`src/hw/rtl/tep_pkg.sv`:
```
// Shared types, constants and month tables for the timestamp-to-epoch converter.
// No dependencies; the stage modules, the top level and the testbench import this package.
package tep_pkg;

  // Result status codes.
  typedef enum logic [1:0] {
    ST_OK        = 2'd0,
    ST_BAD_FIELD = 2'd1,
    ST_EARLY     = 2'd2
  } tep_status_e;

  localparam logic [13:0] EPOCH_YEAR   = 14'd1970;
  localparam logic [13:0] RECIP25      = 14'd5243;   // 2^17 / 25, rounded up
  localparam logic [8:0]  LEAPS_1969   = 9'd477;     // leap years in [1, 1969]
  localparam logic [8:0]  DAYS_PER_YR  = 9'd365;
  localparam logic [26:0] MS_PER_DAY   = 27'd86400000;
  localparam logic [21:0] MS_PER_HOUR  = 22'd3600000;
  localparam logic [15:0] MS_PER_MIN   = 16'd60000;
  localparam logic [9:0]  MS_PER_SEC   = 10'd1000;

  // Decoded input request.
  typedef struct packed {
    logic [13:0] year;
    logic [6:0]  month;
    logic [6:0]  day;
    logic [6:0]  hour;
    logic [6:0]  minute;
    logic [6:0]  second;
    logic [9:0]  millisecond;
    logic [4:0]  digits_present;
  } tep_req_t;

  // After the field checks and the divide-by-25 products.
  typedef struct packed {
    logic [13:0] year;
    logic [3:0]  month;
    logic [6:0]  day;
    logic [6:0]  hour;
    logic [6:0]  minute;
    logic [6:0]  second;
    logic [9:0]  millisecond;
    logic [7:0]  q100;       // (year / 4) / 25
    logic [5:0]  q400;       // (year / 16) / 25
    logic        bad;
    logic        early;
    logic        over_len;
    logic        feb29;
  } tep_s1_t;

  // Day count and time of day.
  typedef struct packed {
    logic [22:0] days;
    logic [26:0] tod;
    tep_status_e status;
    logic        warn;
  } tep_s2_t;

  // Day count scaled to milliseconds.
  typedef struct packed {
    logic [49:0] prod;
    logic [26:0] tod;
    tep_status_e status;
    logic        warn;
  } tep_s3_t;

  // Final result.
  typedef struct packed {
    logic [47:0] epoch_ms;
    tep_status_e status;
    logic        day_warning;
  } tep_res_t;

  // Stage handshake between pipeline modules.
  typedef struct packed {
    logic en;
    logic valid;
  } tep_ctl_t;

  // Length of a month, February counted as 28 days.
  function automatic logic [4:0] tep_month_len(input logic [3:0] m);
    logic [4:0] len;
    case (m)
      4'd2:                      len = 5'd28;
      4'd4, 4'd6, 4'd9, 4'd11:   len = 5'd30;
      default:                   len = 5'd31;
    endcase
    return len;
  endfunction

  // Days in the year before the first of a month, non-leap year.
  function automatic logic [8:0] tep_days_before(input logic [3:0] m);
    logic [8:0] d;
    case (m)
      4'd1:    d = 9'd0;
      4'd2:    d = 9'd31;
      4'd3:    d = 9'd59;
      4'd4:    d = 9'd90;
      4'd5:    d = 9'd120;
      4'd6:    d = 9'd151;
      4'd7:    d = 9'd181;
      4'd8:    d = 9'd212;
      4'd9:    d = 9'd243;
      4'd10:   d = 9'd273;
      4'd11:   d = 9'd304;
      4'd12:   d = 9'd334;
      default: d = 9'd0;
    endcase
    return d;
  endfunction

endpackage

```
`src/hw/rtl/tep_req_if.sv`:
```
// Request channel of the timestamp converter: valid/ready plus decoded fields.
// No dependencies.
interface tep_req_if;
  logic        valid;
  logic        ready;
  logic [13:0] year;
  logic [6:0]  month;
  logic [6:0]  day;
  logic [6:0]  hour;
  logic [6:0]  minute;
  logic [6:0]  second;
  logic [9:0]  millisecond;
  logic [4:0]  digits_present;

  modport source (
    output valid, year, month, day, hour, minute, second, millisecond, digits_present,
    input  ready
  );
  modport sink (
    input  valid, year, month, day, hour, minute, second, millisecond, digits_present,
    output ready
  );
endinterface

```
`src/hw/rtl/tep_res_if.sv`:
```
// Result channel of the timestamp converter: valid/ready plus epoch and status.
// No dependencies.
interface tep_res_if;
  logic        valid;
  logic        ready;
  logic [47:0] epoch_ms;
  logic [1:0]  status;
  logic        day_warning;

  modport source (
    output valid, epoch_ms, status, day_warning,
    input  ready
  );
  modport sink (
    input  valid, epoch_ms, status, day_warning,
    output ready
  );
endinterface

```
`src/hw/rtl/tep_front.sv`:
```
// Stage 1: field range checks, month-length check and year / 100, year / 400 parts.
// Depends on tep_pkg.
module tep_front (
  input  logic              clk_i,
  input  logic              rst_ni,
  input  tep_pkg::tep_ctl_t ctl_i,
  input  tep_pkg::tep_req_t req_i,
  output logic              valid_o,
  output tep_pkg::tep_s1_t  data_o
);
  import tep_pkg::*;

  logic        valid_q;
  tep_s1_t     data_q, data_d;
  logic [11:0] quarter;
  logic [9:0]  sixteenth;
  logic [25:0] prod_a;
  logic [23:0] prod_b;
  logic        month_ok;
  logic [3:0]  m4;
  logic [4:0]  mlen;

  // Divide by 25 through a reciprocal multiply; exact for these operand widths.
  assign quarter   = req_i.year[13:2];
  assign sixteenth = req_i.year[13:4];
  assign prod_a    = 26'(quarter) * 26'(RECIP25);
  assign prod_b    = 24'(sixteenth) * 24'(RECIP25);

  assign month_ok = (req_i.month != 7'd0) && (req_i.month <= 7'd12);
  assign m4       = req_i.month[3:0];
  assign mlen     = tep_month_len(m4);

  // Build the stage word.
  always_comb begin
    data_d.year        = req_i.year;
    data_d.month       = m4;
    data_d.day         = req_i.day;
    data_d.hour        = req_i.hour;
    data_d.minute      = req_i.minute;
    data_d.second      = req_i.second;
    data_d.millisecond = req_i.millisecond;
    data_d.q100        = prod_a[24:17];
    data_d.q400        = prod_b[22:17];
    data_d.bad = !month_ok
              || !req_i.digits_present[0] || (req_i.day == 7'd0)
              || !req_i.digits_present[1] || (req_i.hour > 7'd23)
              || !req_i.digits_present[2] || (req_i.minute > 7'd59)
              || !req_i.digits_present[3] || (req_i.second > 7'd59)
              || !req_i.digits_present[4] || (req_i.millisecond > 10'd999);
    data_d.early    = req_i.year < EPOCH_YEAR;
    data_d.over_len = (m4 == 4'd2) ? (req_i.day > 7'd29) : (req_i.day > 7'(mlen));
    data_d.feb29    = (m4 == 4'd2) && (req_i.day == 7'd29);
  end

  // Stage valid bit.
  always_ff @(posedge clk_i or negedge rst_ni) begin
    if (!rst_ni) begin
      valid_q <= 1'b0;
    end else if (ctl_i.en) begin
      valid_q <= ctl_i.valid;
    end
  end

  // Stage payload.
  always_ff @(posedge clk_i) begin
    if (ctl_i.en) begin
      data_q <= data_d;
    end
  end

  assign valid_o = valid_q;
  assign data_o  = data_q;
endmodule

```
`src/hw/rtl/tep_days.sv`:
```
// Stage 2: leap-year test, day count since the epoch and time of day in milliseconds.
// Depends on tep_pkg.
module tep_days (
  input  logic              clk_i,
  input  logic              rst_ni,
  input  tep_pkg::tep_ctl_t ctl_i,
  input  tep_pkg::tep_s1_t  s1_i,
  output logic              valid_o,
  output tep_pkg::tep_s2_t  data_o
);
  import tep_pkg::*;

  logic        valid_q;
  tep_s2_t     data_q, data_d;
  logic [11:0] quarter;
  logic [9:0]  sixteenth;
  logic        div4, cent, quad;
  logic        leap;
  logic [13:0] yoff;
  logic [22:0] ydays, leapcnt;

  assign quarter   = s1_i.year[13:2];
  assign sixteenth = s1_i.year[13:4];

  // Gregorian leap rule from the divide-by-25 quotients.
  assign div4 = s1_i.year[1:0] == 2'd0;
  assign cent = div4 && (quarter == 12'(s1_i.q100) * 12'd25);
  assign quad = (s1_i.year[3:0] == 4'd0) && (sixteenth == 10'(s1_i.q400) * 10'd25);
  assign leap = div4 && (!cent || quad);

  // Whole years and the leap days in [1970, year - 1].
  assign yoff    = s1_i.year - EPOCH_YEAR;
  assign ydays   = 23'(yoff) * 23'(DAYS_PER_YR);
  assign leapcnt = 23'(quarter) - 23'(s1_i.q100) + 23'(s1_i.q400)
                 - 23'(leap) - 23'(LEAPS_1969);

  always_comb begin
    data_d.days = ydays + leapcnt + 23'(tep_days_before(s1_i.month))
                + 23'(leap && (s1_i.month > 4'd2)) + 23'(s1_i.day) - 23'd1;
    data_d.tod  = 27'(s1_i.hour)   * 27'(MS_PER_HOUR)
                + 27'(s1_i.minute) * 27'(MS_PER_MIN)
                + 27'(s1_i.second) * 27'(MS_PER_SEC)
                + 27'(s1_i.millisecond);
    if (s1_i.bad) begin
      data_d.status = ST_BAD_FIELD;
    end else if (s1_i.early) begin
      data_d.status = ST_EARLY;
    end else begin
      data_d.status = ST_OK;
    end
    data_d.warn = !s1_i.bad && !s1_i.early && (s1_i.over_len || (s1_i.feb29 && !leap));
  end

  // Stage valid bit.
  always_ff @(posedge clk_i or negedge rst_ni) begin
    if (!rst_ni) begin
      valid_q <= 1'b0;
    end else if (ctl_i.en) begin
      valid_q <= ctl_i.valid;
    end
  end

  // Stage payload.
  always_ff @(posedge clk_i) begin
    if (ctl_i.en) begin
      data_q <= data_d;
    end
  end

  assign valid_o = valid_q;
  assign data_o  = data_q;
endmodule

```
`src/hw/rtl/tep_scale.sv`:
```
// Stages 3 and 4: day count times milliseconds per day, then the sum, saturation and zeroing on error.
// Depends on tep_pkg.
module tep_scale (
  input  logic              clk_i,
  input  logic              rst_ni,
  input  tep_pkg::tep_ctl_t ctl_i,
  input  tep_pkg::tep_s2_t  s2_i,
  output logic              valid_o,
  output tep_pkg::tep_res_t data_o
);
  import tep_pkg::*;

  logic        v3_q, v4_q;
  tep_s3_t     s3_q, s3_d;
  tep_res_t    res_q, res_d;
  logic [50:0] sum;

  // Stage 3: one 23 x 27 multiply.
  always_comb begin
    s3_d.prod   = 50'(s2_i.days) * 50'(MS_PER_DAY);
    s3_d.tod    = s2_i.tod;
    s3_d.status = s2_i.status;
    s3_d.warn   = s2_i.warn;
  end

  // Stage 4: add the time of day, clamp to 48 bits, zero on error.
  assign sum = 51'(s3_q.prod) + 51'(s3_q.tod);

  always_comb begin
    res_d.status      = s3_q.status;
    res_d.day_warning = s3_q.warn;
    if (s3_q.status != ST_OK) begin
      res_d.epoch_ms = '0;
    end else if (sum[50:48] != 3'd0) begin
      res_d.epoch_ms = '1;
    end else begin
      res_d.epoch_ms = sum[47:0];
    end
  end

  // Stage valid bits.
  always_ff @(posedge clk_i or negedge rst_ni) begin
    if (!rst_ni) begin
      v3_q <= 1'b0;
      v4_q <= 1'b0;
    end else if (ctl_i.en) begin
      v3_q <= ctl_i.valid;
      v4_q <= v3_q;
    end
  end

  // Stage payloads.
  always_ff @(posedge clk_i) begin
    if (ctl_i.en) begin
      s3_q  <= s3_d;
      res_q <= res_d;
    end
  end

  assign valid_o = v4_q;
  assign data_o  = res_q;
endmodule

```
`src/hw/rtl/timestamp_to_epoch_millis.sv`:
```
// Top level of the civil date/time to epoch milliseconds converter.
// Depends on tep_pkg, tep_req_if, tep_res_if, tep_front, tep_days and tep_scale.
//
//   Port    Direction  Carries
//   req_i   in         decoded year, month, day, hour, minute, second, ms, digit mask
//   res_o   out        epoch_ms, status, day_warning
//
// One request enters per cycle while the pipeline is not held.
// The four register stages (checks, day count, day multiply, sum) advance together.
// When a result waits at res_o, the whole pipeline holds and req_i.ready drops.
// Reset clears the stage valid bits only; no state lives between requests.
module timestamp_to_epoch_millis (
  input  logic  clk_i,
  input  logic  rst_ni,
  tep_req_if.sink   req_i,
  tep_res_if.source res_o
);
  import tep_pkg::*;

  logic     adv;
  logic     v1, v2, v4;
  tep_ctl_t ctl0, ctl1, ctl2;
  tep_req_t req;
  tep_s1_t  s1;
  tep_s2_t  s2;
  tep_res_t res;

  // The pipeline moves whenever the output register is free or being drained.
  assign adv         = !v4 || res_o.ready;
  assign req_i.ready = adv;

  assign ctl0 = '{en: adv, valid: req_i.valid};
  assign ctl1 = '{en: adv, valid: v1};
  assign ctl2 = '{en: adv, valid: v2};

  always_comb begin
    req.year           = req_i.year;
    req.month          = req_i.month;
    req.day            = req_i.day;
    req.hour           = req_i.hour;
    req.minute         = req_i.minute;
    req.second         = req_i.second;
    req.millisecond    = req_i.millisecond;
    req.digits_present = req_i.digits_present;
  end

  tep_front u_front (
    .clk_i   (clk_i),
    .rst_ni  (rst_ni),
    .ctl_i   (ctl0),
    .req_i   (req),
    .valid_o (v1),
    .data_o  (s1)
  );

  tep_days u_days (
    .clk_i   (clk_i),
    .rst_ni  (rst_ni),
    .ctl_i   (ctl1),
    .s1_i    (s1),
    .valid_o (v2),
    .data_o  (s2)
  );

  tep_scale u_scale (
    .clk_i   (clk_i),
    .rst_ni  (rst_ni),
    .ctl_i   (ctl2),
    .s2_i    (s2),
    .valid_o (v4),
    .data_o  (res)
  );

  assign res_o.valid       = v4;
  assign res_o.epoch_ms    = res.epoch_ms;
  assign res_o.status      = res.status;
  assign res_o.day_warning = res.day_warning;

  // A rejected request always reports a zero epoch value.
  a_err_zero : assert property (@(posedge clk_i) disable iff (!rst_ni)
    (res_o.valid && (res_o.status != ST_OK)) |-> (res_o.epoch_ms == 48'd0))
    else $error("nonzero epoch on a rejected request");

  // The day warning only accompanies a converted value.
  a_warn_ok : assert property (@(posedge clk_i) disable iff (!rst_ni)
    (res_o.valid && res_o.day_warning) |-> (res_o.status == ST_OK))
    else $error("day warning on a rejected request");

  // While the output is held, no stage valid bit may change.
  a_hold : assert property (@(posedge clk_i) disable iff (!rst_ni)
    !adv |=> ($stable(v1) && $stable(v2) && $stable(v4)))
    else $error("pipeline moved during a stall");

  // Status never carries the unused code.
  a_status : assert property (@(posedge clk_i) disable iff (!rst_ni)
    res_o.valid |-> (res_o.status != 2'd3))
    else $error("undefined status code");
endmodule

```
`src/flat_wrapper.sv`:
```
// flat-port wrapper written by rule: the top's interface ports become plain ports
module timestamp_to_epoch_millis_flat import tep_pkg::*;
  (clk_i, rst_ni, req_i_valid, req_i_year, req_i_month, req_i_day, req_i_hour, req_i_minute, req_i_second, req_i_millisecond, req_i_digits_present, req_i_ready, res_o_valid, res_o_epoch_ms, res_o_status, res_o_day_warning, res_o_ready);
  tep_req_if req_i_i ();
  tep_res_if res_o_i ();
  input  logic clk_i;
  input  logic rst_ni;
  input wire logic [$bits(req_i_i.valid)-1:0] req_i_valid;
  input wire logic [$bits(req_i_i.year)-1:0] req_i_year;
  input wire logic [$bits(req_i_i.month)-1:0] req_i_month;
  input wire logic [$bits(req_i_i.day)-1:0] req_i_day;
  input wire logic [$bits(req_i_i.hour)-1:0] req_i_hour;
  input wire logic [$bits(req_i_i.minute)-1:0] req_i_minute;
  input wire logic [$bits(req_i_i.second)-1:0] req_i_second;
  input wire logic [$bits(req_i_i.millisecond)-1:0] req_i_millisecond;
  input wire logic [$bits(req_i_i.digits_present)-1:0] req_i_digits_present;
  output wire logic [$bits(req_i_i.ready)-1:0] req_i_ready;
  output wire logic [$bits(res_o_i.valid)-1:0] res_o_valid;
  output wire logic [$bits(res_o_i.epoch_ms)-1:0] res_o_epoch_ms;
  output wire logic [$bits(res_o_i.status)-1:0] res_o_status;
  output wire logic [$bits(res_o_i.day_warning)-1:0] res_o_day_warning;
  input wire logic [$bits(res_o_i.ready)-1:0] res_o_ready;
  assign req_i_i.valid = req_i_valid;
  assign req_i_i.year = req_i_year;
  assign req_i_i.month = req_i_month;
  assign req_i_i.day = req_i_day;
  assign req_i_i.hour = req_i_hour;
  assign req_i_i.minute = req_i_minute;
  assign req_i_i.second = req_i_second;
  assign req_i_i.millisecond = req_i_millisecond;
  assign req_i_i.digits_present = req_i_digits_present;
  assign req_i_ready = req_i_i.ready;
  assign res_o_valid = res_o_i.valid;
  assign res_o_epoch_ms = res_o_i.epoch_ms;
  assign res_o_status = res_o_i.status;
  assign res_o_day_warning = res_o_i.day_warning;
  assign res_o_i.ready = res_o_ready;
  timestamp_to_epoch_millis u_core (.clk_i(clk_i), .rst_ni(rst_ni), .req_i(req_i_i), .res_o(res_o_i));
endmodule
```
`config.mk`:
```
export PLATFORM = sky130hd
export DESIGN_NAME = timestamp_to_epoch_millis_flat
export DESIGN_NICKNAME = d
export VERILOG_FILES = /design/src/hw/rtl/tep_pkg.sv /design/src/hw/rtl/tep_req_if.sv /design/src/hw/rtl/tep_res_if.sv /design/src/hw/rtl/tep_front.sv /design/src/hw/rtl/tep_days.sv /design/src/hw/rtl/tep_scale.sv /design/src/hw/rtl/timestamp_to_epoch_millis.sv /design/src/flat_wrapper.sv
export SDC_FILE = /design/constraint.sdc
export NUM_CORES = 2
export LEC_CHECK = 0
export ABC_AREA = 1
export BUFFER_PORTS_ARGS = -buffer_cell sky130_fd_sc_hd__buf_4
export CORE_MARGIN = 3
export CORE_UTILIZATION = 60
export DETAILED_ROUTE_END_ITERATION = 8
export GPL_TIMING_DRIVEN = 0
export PLACE_DENSITY = 0.8
export SKIP_CTS_REPAIR_TIMING = 1
export SYNTH_ARGS = -nofsm -noshare
export SYNTH_HDL_FRONTEND = slang
export SYNTH_SLANG_ARGS = --single-unit
```
`constraint.sdc`:
```
create_clock -name clk_i -period 13.19 [get_ports clk_i]
set_input_delay 1.9785 -clock clk_i [delete_from_list [all_inputs] [get_ports clk_i]]
set_output_delay 1.9785 -clock clk_i [all_outputs]
set_load 0.005 [all_outputs]
```
==> metrics.md <==
| Metric | Value |
|---|---|
| Top cell by count, worst path | `fa_1` |
| Reg-to-reg endpoint | `u_core.u_days.data_o[47]` |
| Hold Path End | `u_core.u_days.data_o[5]` |
| Drt first pass iters | `5` |
| Worst hold path class | `flop to flop` |
| Tcrit/Tclk final | `0.7190` |
| Area Overhead vs Synth | `8.809%` |
| Final net count | `4887` |
| RePlAce Congestion | `0.9385` |
| R2R Path Start | `u_core.u_front.data_o[6]` |
| Synth area leader | `ha_1` |
| WP buf/inv | `7` |
| Final ANT Viol Nets | `0` |
| CP required | `13530 ps` |
| DRT iter0 DRCs | `1681` |
| Hold slack | `412.4 ps` |
| Status | `completed` |
| Netlist cell types | `57` |
| Crit path capture type | `flop` |
| Syn Inst Count | `~3.7k` |
| # IOs | `121` |
| Worst-margin pin slew | `890.8 ps` |
| Async SR Flop Fraction | `0.01533` |
| Critical path class | `flop to flop` |
| # Max-Cap Violations | `0` |
| Crit path DAT | `9820 ps` |
| Rel. slew slack | `0.3999` |
| Gr usage total | `0.2532` |
| Worst Path Max Fanout | `4` |
| Synth Cell Area | `around 34000 µm²` |
| Slowest stage delay, CP | `530 ps` |
| Vias/cell | `5.352` |
| Share of cells above drive strength 1 | `0.06134` |
| TritonCTS Buffers | `30` |
| Longest Clk Path Bufs | `3` |
| Clock sinks | `261` |
| Share of the synthesized area in the top cell type | `0.2207` |
| Count leader, synth | `inv_1` |
| Yosys warns | `0` |
| Fmax | `0.1054 GHz` |
| Pin count of the biggest net entering global routing | `71` |
| Number of synthesized flops with an enable pin | `248` |
| Remaining global-route overflow | `0` |
| Die area | `roughly 60000 µm²` |
| Post-Synthesis Mean Instance Area | `9.309 µm²` |
| Number of setup violations in the final report | `0` |
| #FFs+latches synth | `around 260` |
| Clock Root Buffer | `clkbuf_16` |
| Core area | `~56000 µm²` |
| Clk pin slew, worst setup/hold paths | `roughly 70 ps` |
| HPWL Detailed | `63.51 mm` |
| Crit path max-delay family | `adder cells` |
| Vias | `24.73k` |
| N_diodes | `0` |
| Clock Latency Late Sink | `600 ps` |
| Synth top cells by count | `inv_1 (896), ha_1 (605), nand2_1 (482)` |
| Clk_skew | `about 34 ps` |
| Die Y | `245.1 µm` |
| R2R depth | `40` |
| Mapped Nets | `around 4.7k` |
| Final Max Tran Viols | `0` |
| Ys flop type | `edfxtp_1` |
| Total wire length | `approximately 74 mm` |
| Hold Path Cell Cnt | `0` |
| Period minus WS final | `9483 ps` |
| Min-delay src | `u_core.u_front.data_o[20]` |
| Fin. Hold Viols | `0` |
| Sequential fraction of the synthesis area | `0.2253` |
| First-pass GRT wire length | `~120 mm` |
| Nature of the critical path startpoint | `flop` |
| Vias in the first global route | `25.10k` |
| Remaining DRCs | `0` |
| Floorplan row count | `87` |
| CP max stage cell | `fa_1` |
| FF-to-FF setup slack | `3710 ps` |
| Initial antenna violation count | `0` |
| Die X | `245.1 µm` |
| RSZ-0062 raised after global routing | `false` |
| Port bufs | `120` |
| Synth top area cells | `ha_1 (22%), fa_1 (22%), edfxtp_1 (22%)` |
| Htree depth | `1` |
| DR WL/cell | `about 16 µm` |
| Initial cell density of the core | `0.6072` |
| Fill cells | `around 4.4k` |
| CTS tree | `yes` |
worst max-delay path by stage:
stage / start / to / cells after the start
3_5_place_dp: u_core.u_front.data_o[6] / u_core.u_days.data_o[47] / 40
5_1_grt: u_core.u_front.data_o[6] / u_core.u_days.data_o[48] / 42
3_3_place_gp: res_o_ready / flop / 8
6_report: u_core.u_front.data_o[6] / u_core.u_days.data_o[47] / 40
4_1_cts: u_core.u_front.data_o[6] / u_core.u_days.data_o[47] / 41
2_1_floorplan: res_o_ready / flop / 7
cells in the final DEF, fill, tap and decap left out, types with 6 or more instances in the layout:
master,n
clkbuf_1,8
o21a_1,7
a21oi_1,228
inv_1,896
nor3_1,28
a211oi_1,6
fa_1,373
o211ai_1,15
nand3_1,93
nor2_1,179
xnor2_1,70
o21ai_1,6
or2_2,7
ha_1,605
clkbuf_16,30
nand4_1,36
nand2_1,482
nor4_1,10
buf_4,121
edfxtp_1,248
dfxtp_1,9
a21oi_2,22
a21o_1,15
xor2_1,126
a31oi_1,14
o21bai_1,12
nand3b_1,6
o21ai_0,116
per-layer routing:
metal / up-vias / wire length (µm) / global-route usage
met5: - / 0 / 0
met4: 0 / 1641 / 0.05366
met3: 114 / 3632 / 0.02698
met2: 571 / 36070 / 0.4386
met1: 11860 / 32720 / 0.3463
li1: 12190 / - / -
flip-flops by register name (all words and copies together), names as in the netlist, named ones only:
register / flops
u_core.u_scale.res_d: 3
u_core.u_days.valid_o: 1
u_core.u_days.data_o: 53
u_core.u_scale.v3_q: 1
u_core.u_front.valid_o: 1
u_core.u_scale.s3_q: 67
u_core.u_front.data_o: 74
u_core.u_scale.data_o: 51
u_core.u_scale.valid_o: 1
area by class of cell:
| class | instances | area, µm² | share of cell area |
|---|---|---|---|
| Multi-Input combinational cell | 2509 | 23100 | 0.6190 |
| Sequential cell | 261 | 7727 | 0.2070 |
| Tap cell | 756 | 945.9 | 0.02534 |
| Timing Repair Buffer | 124 | 1011 | 0.02709 |
| Buffer | 15 | 96.34 | 0.002581 |
| Clock buffer | 30 | 750.7 | 0.02011 |
| Inverter | 900 | 3378 | 0.09051 |
| Clock inverter | 25 | 310.3 | 0.008314 |
logic make-up after synthesis:
family | share of synthesized area
adder cells (fa/ha/maj) | 0.4384
buffers and inverters | 0.1012
AND/OR/NAND/NOR | 0.1072
AO/OA/AOI/OAI | 0.07751
flip-flops | 0.2253
XOR/XNOR | 0.05052
worst reg2reg max path, delay by kind of cell (launching register included):
family	cells	cell delay, ps
buffers and inverters	7	450
AOI/OAI and AO/OA	7	1280
xor gates and xnor gates	2	420
DFF	1	500
and+or+nand+nor	10	1360
adders and majority gates	14	5250
through the flow:
stage | setup WS, ps | TNS, ps | cell area [µm²] | utilization | std cells
floorplan | 924.6 | 0 | 34300 | - | 3685
global placement | -2880 | -26480 | 36150 | 0.6399 | 4561
detailed placement | 3746 | 0 | 36260 | 0.6419 | 4565
CTS | 3768 | 0 | 37320 | 0.6607 | 4620
global route | 3202 | 0 | 37320 | 0.6607 | 4620
finish | 3707 | 0 | 37320 | 0.6607 | 4620
Power is not shown: default switching activity piles up to over one toggle a cycle in this logic, so the estimate is an artifact.
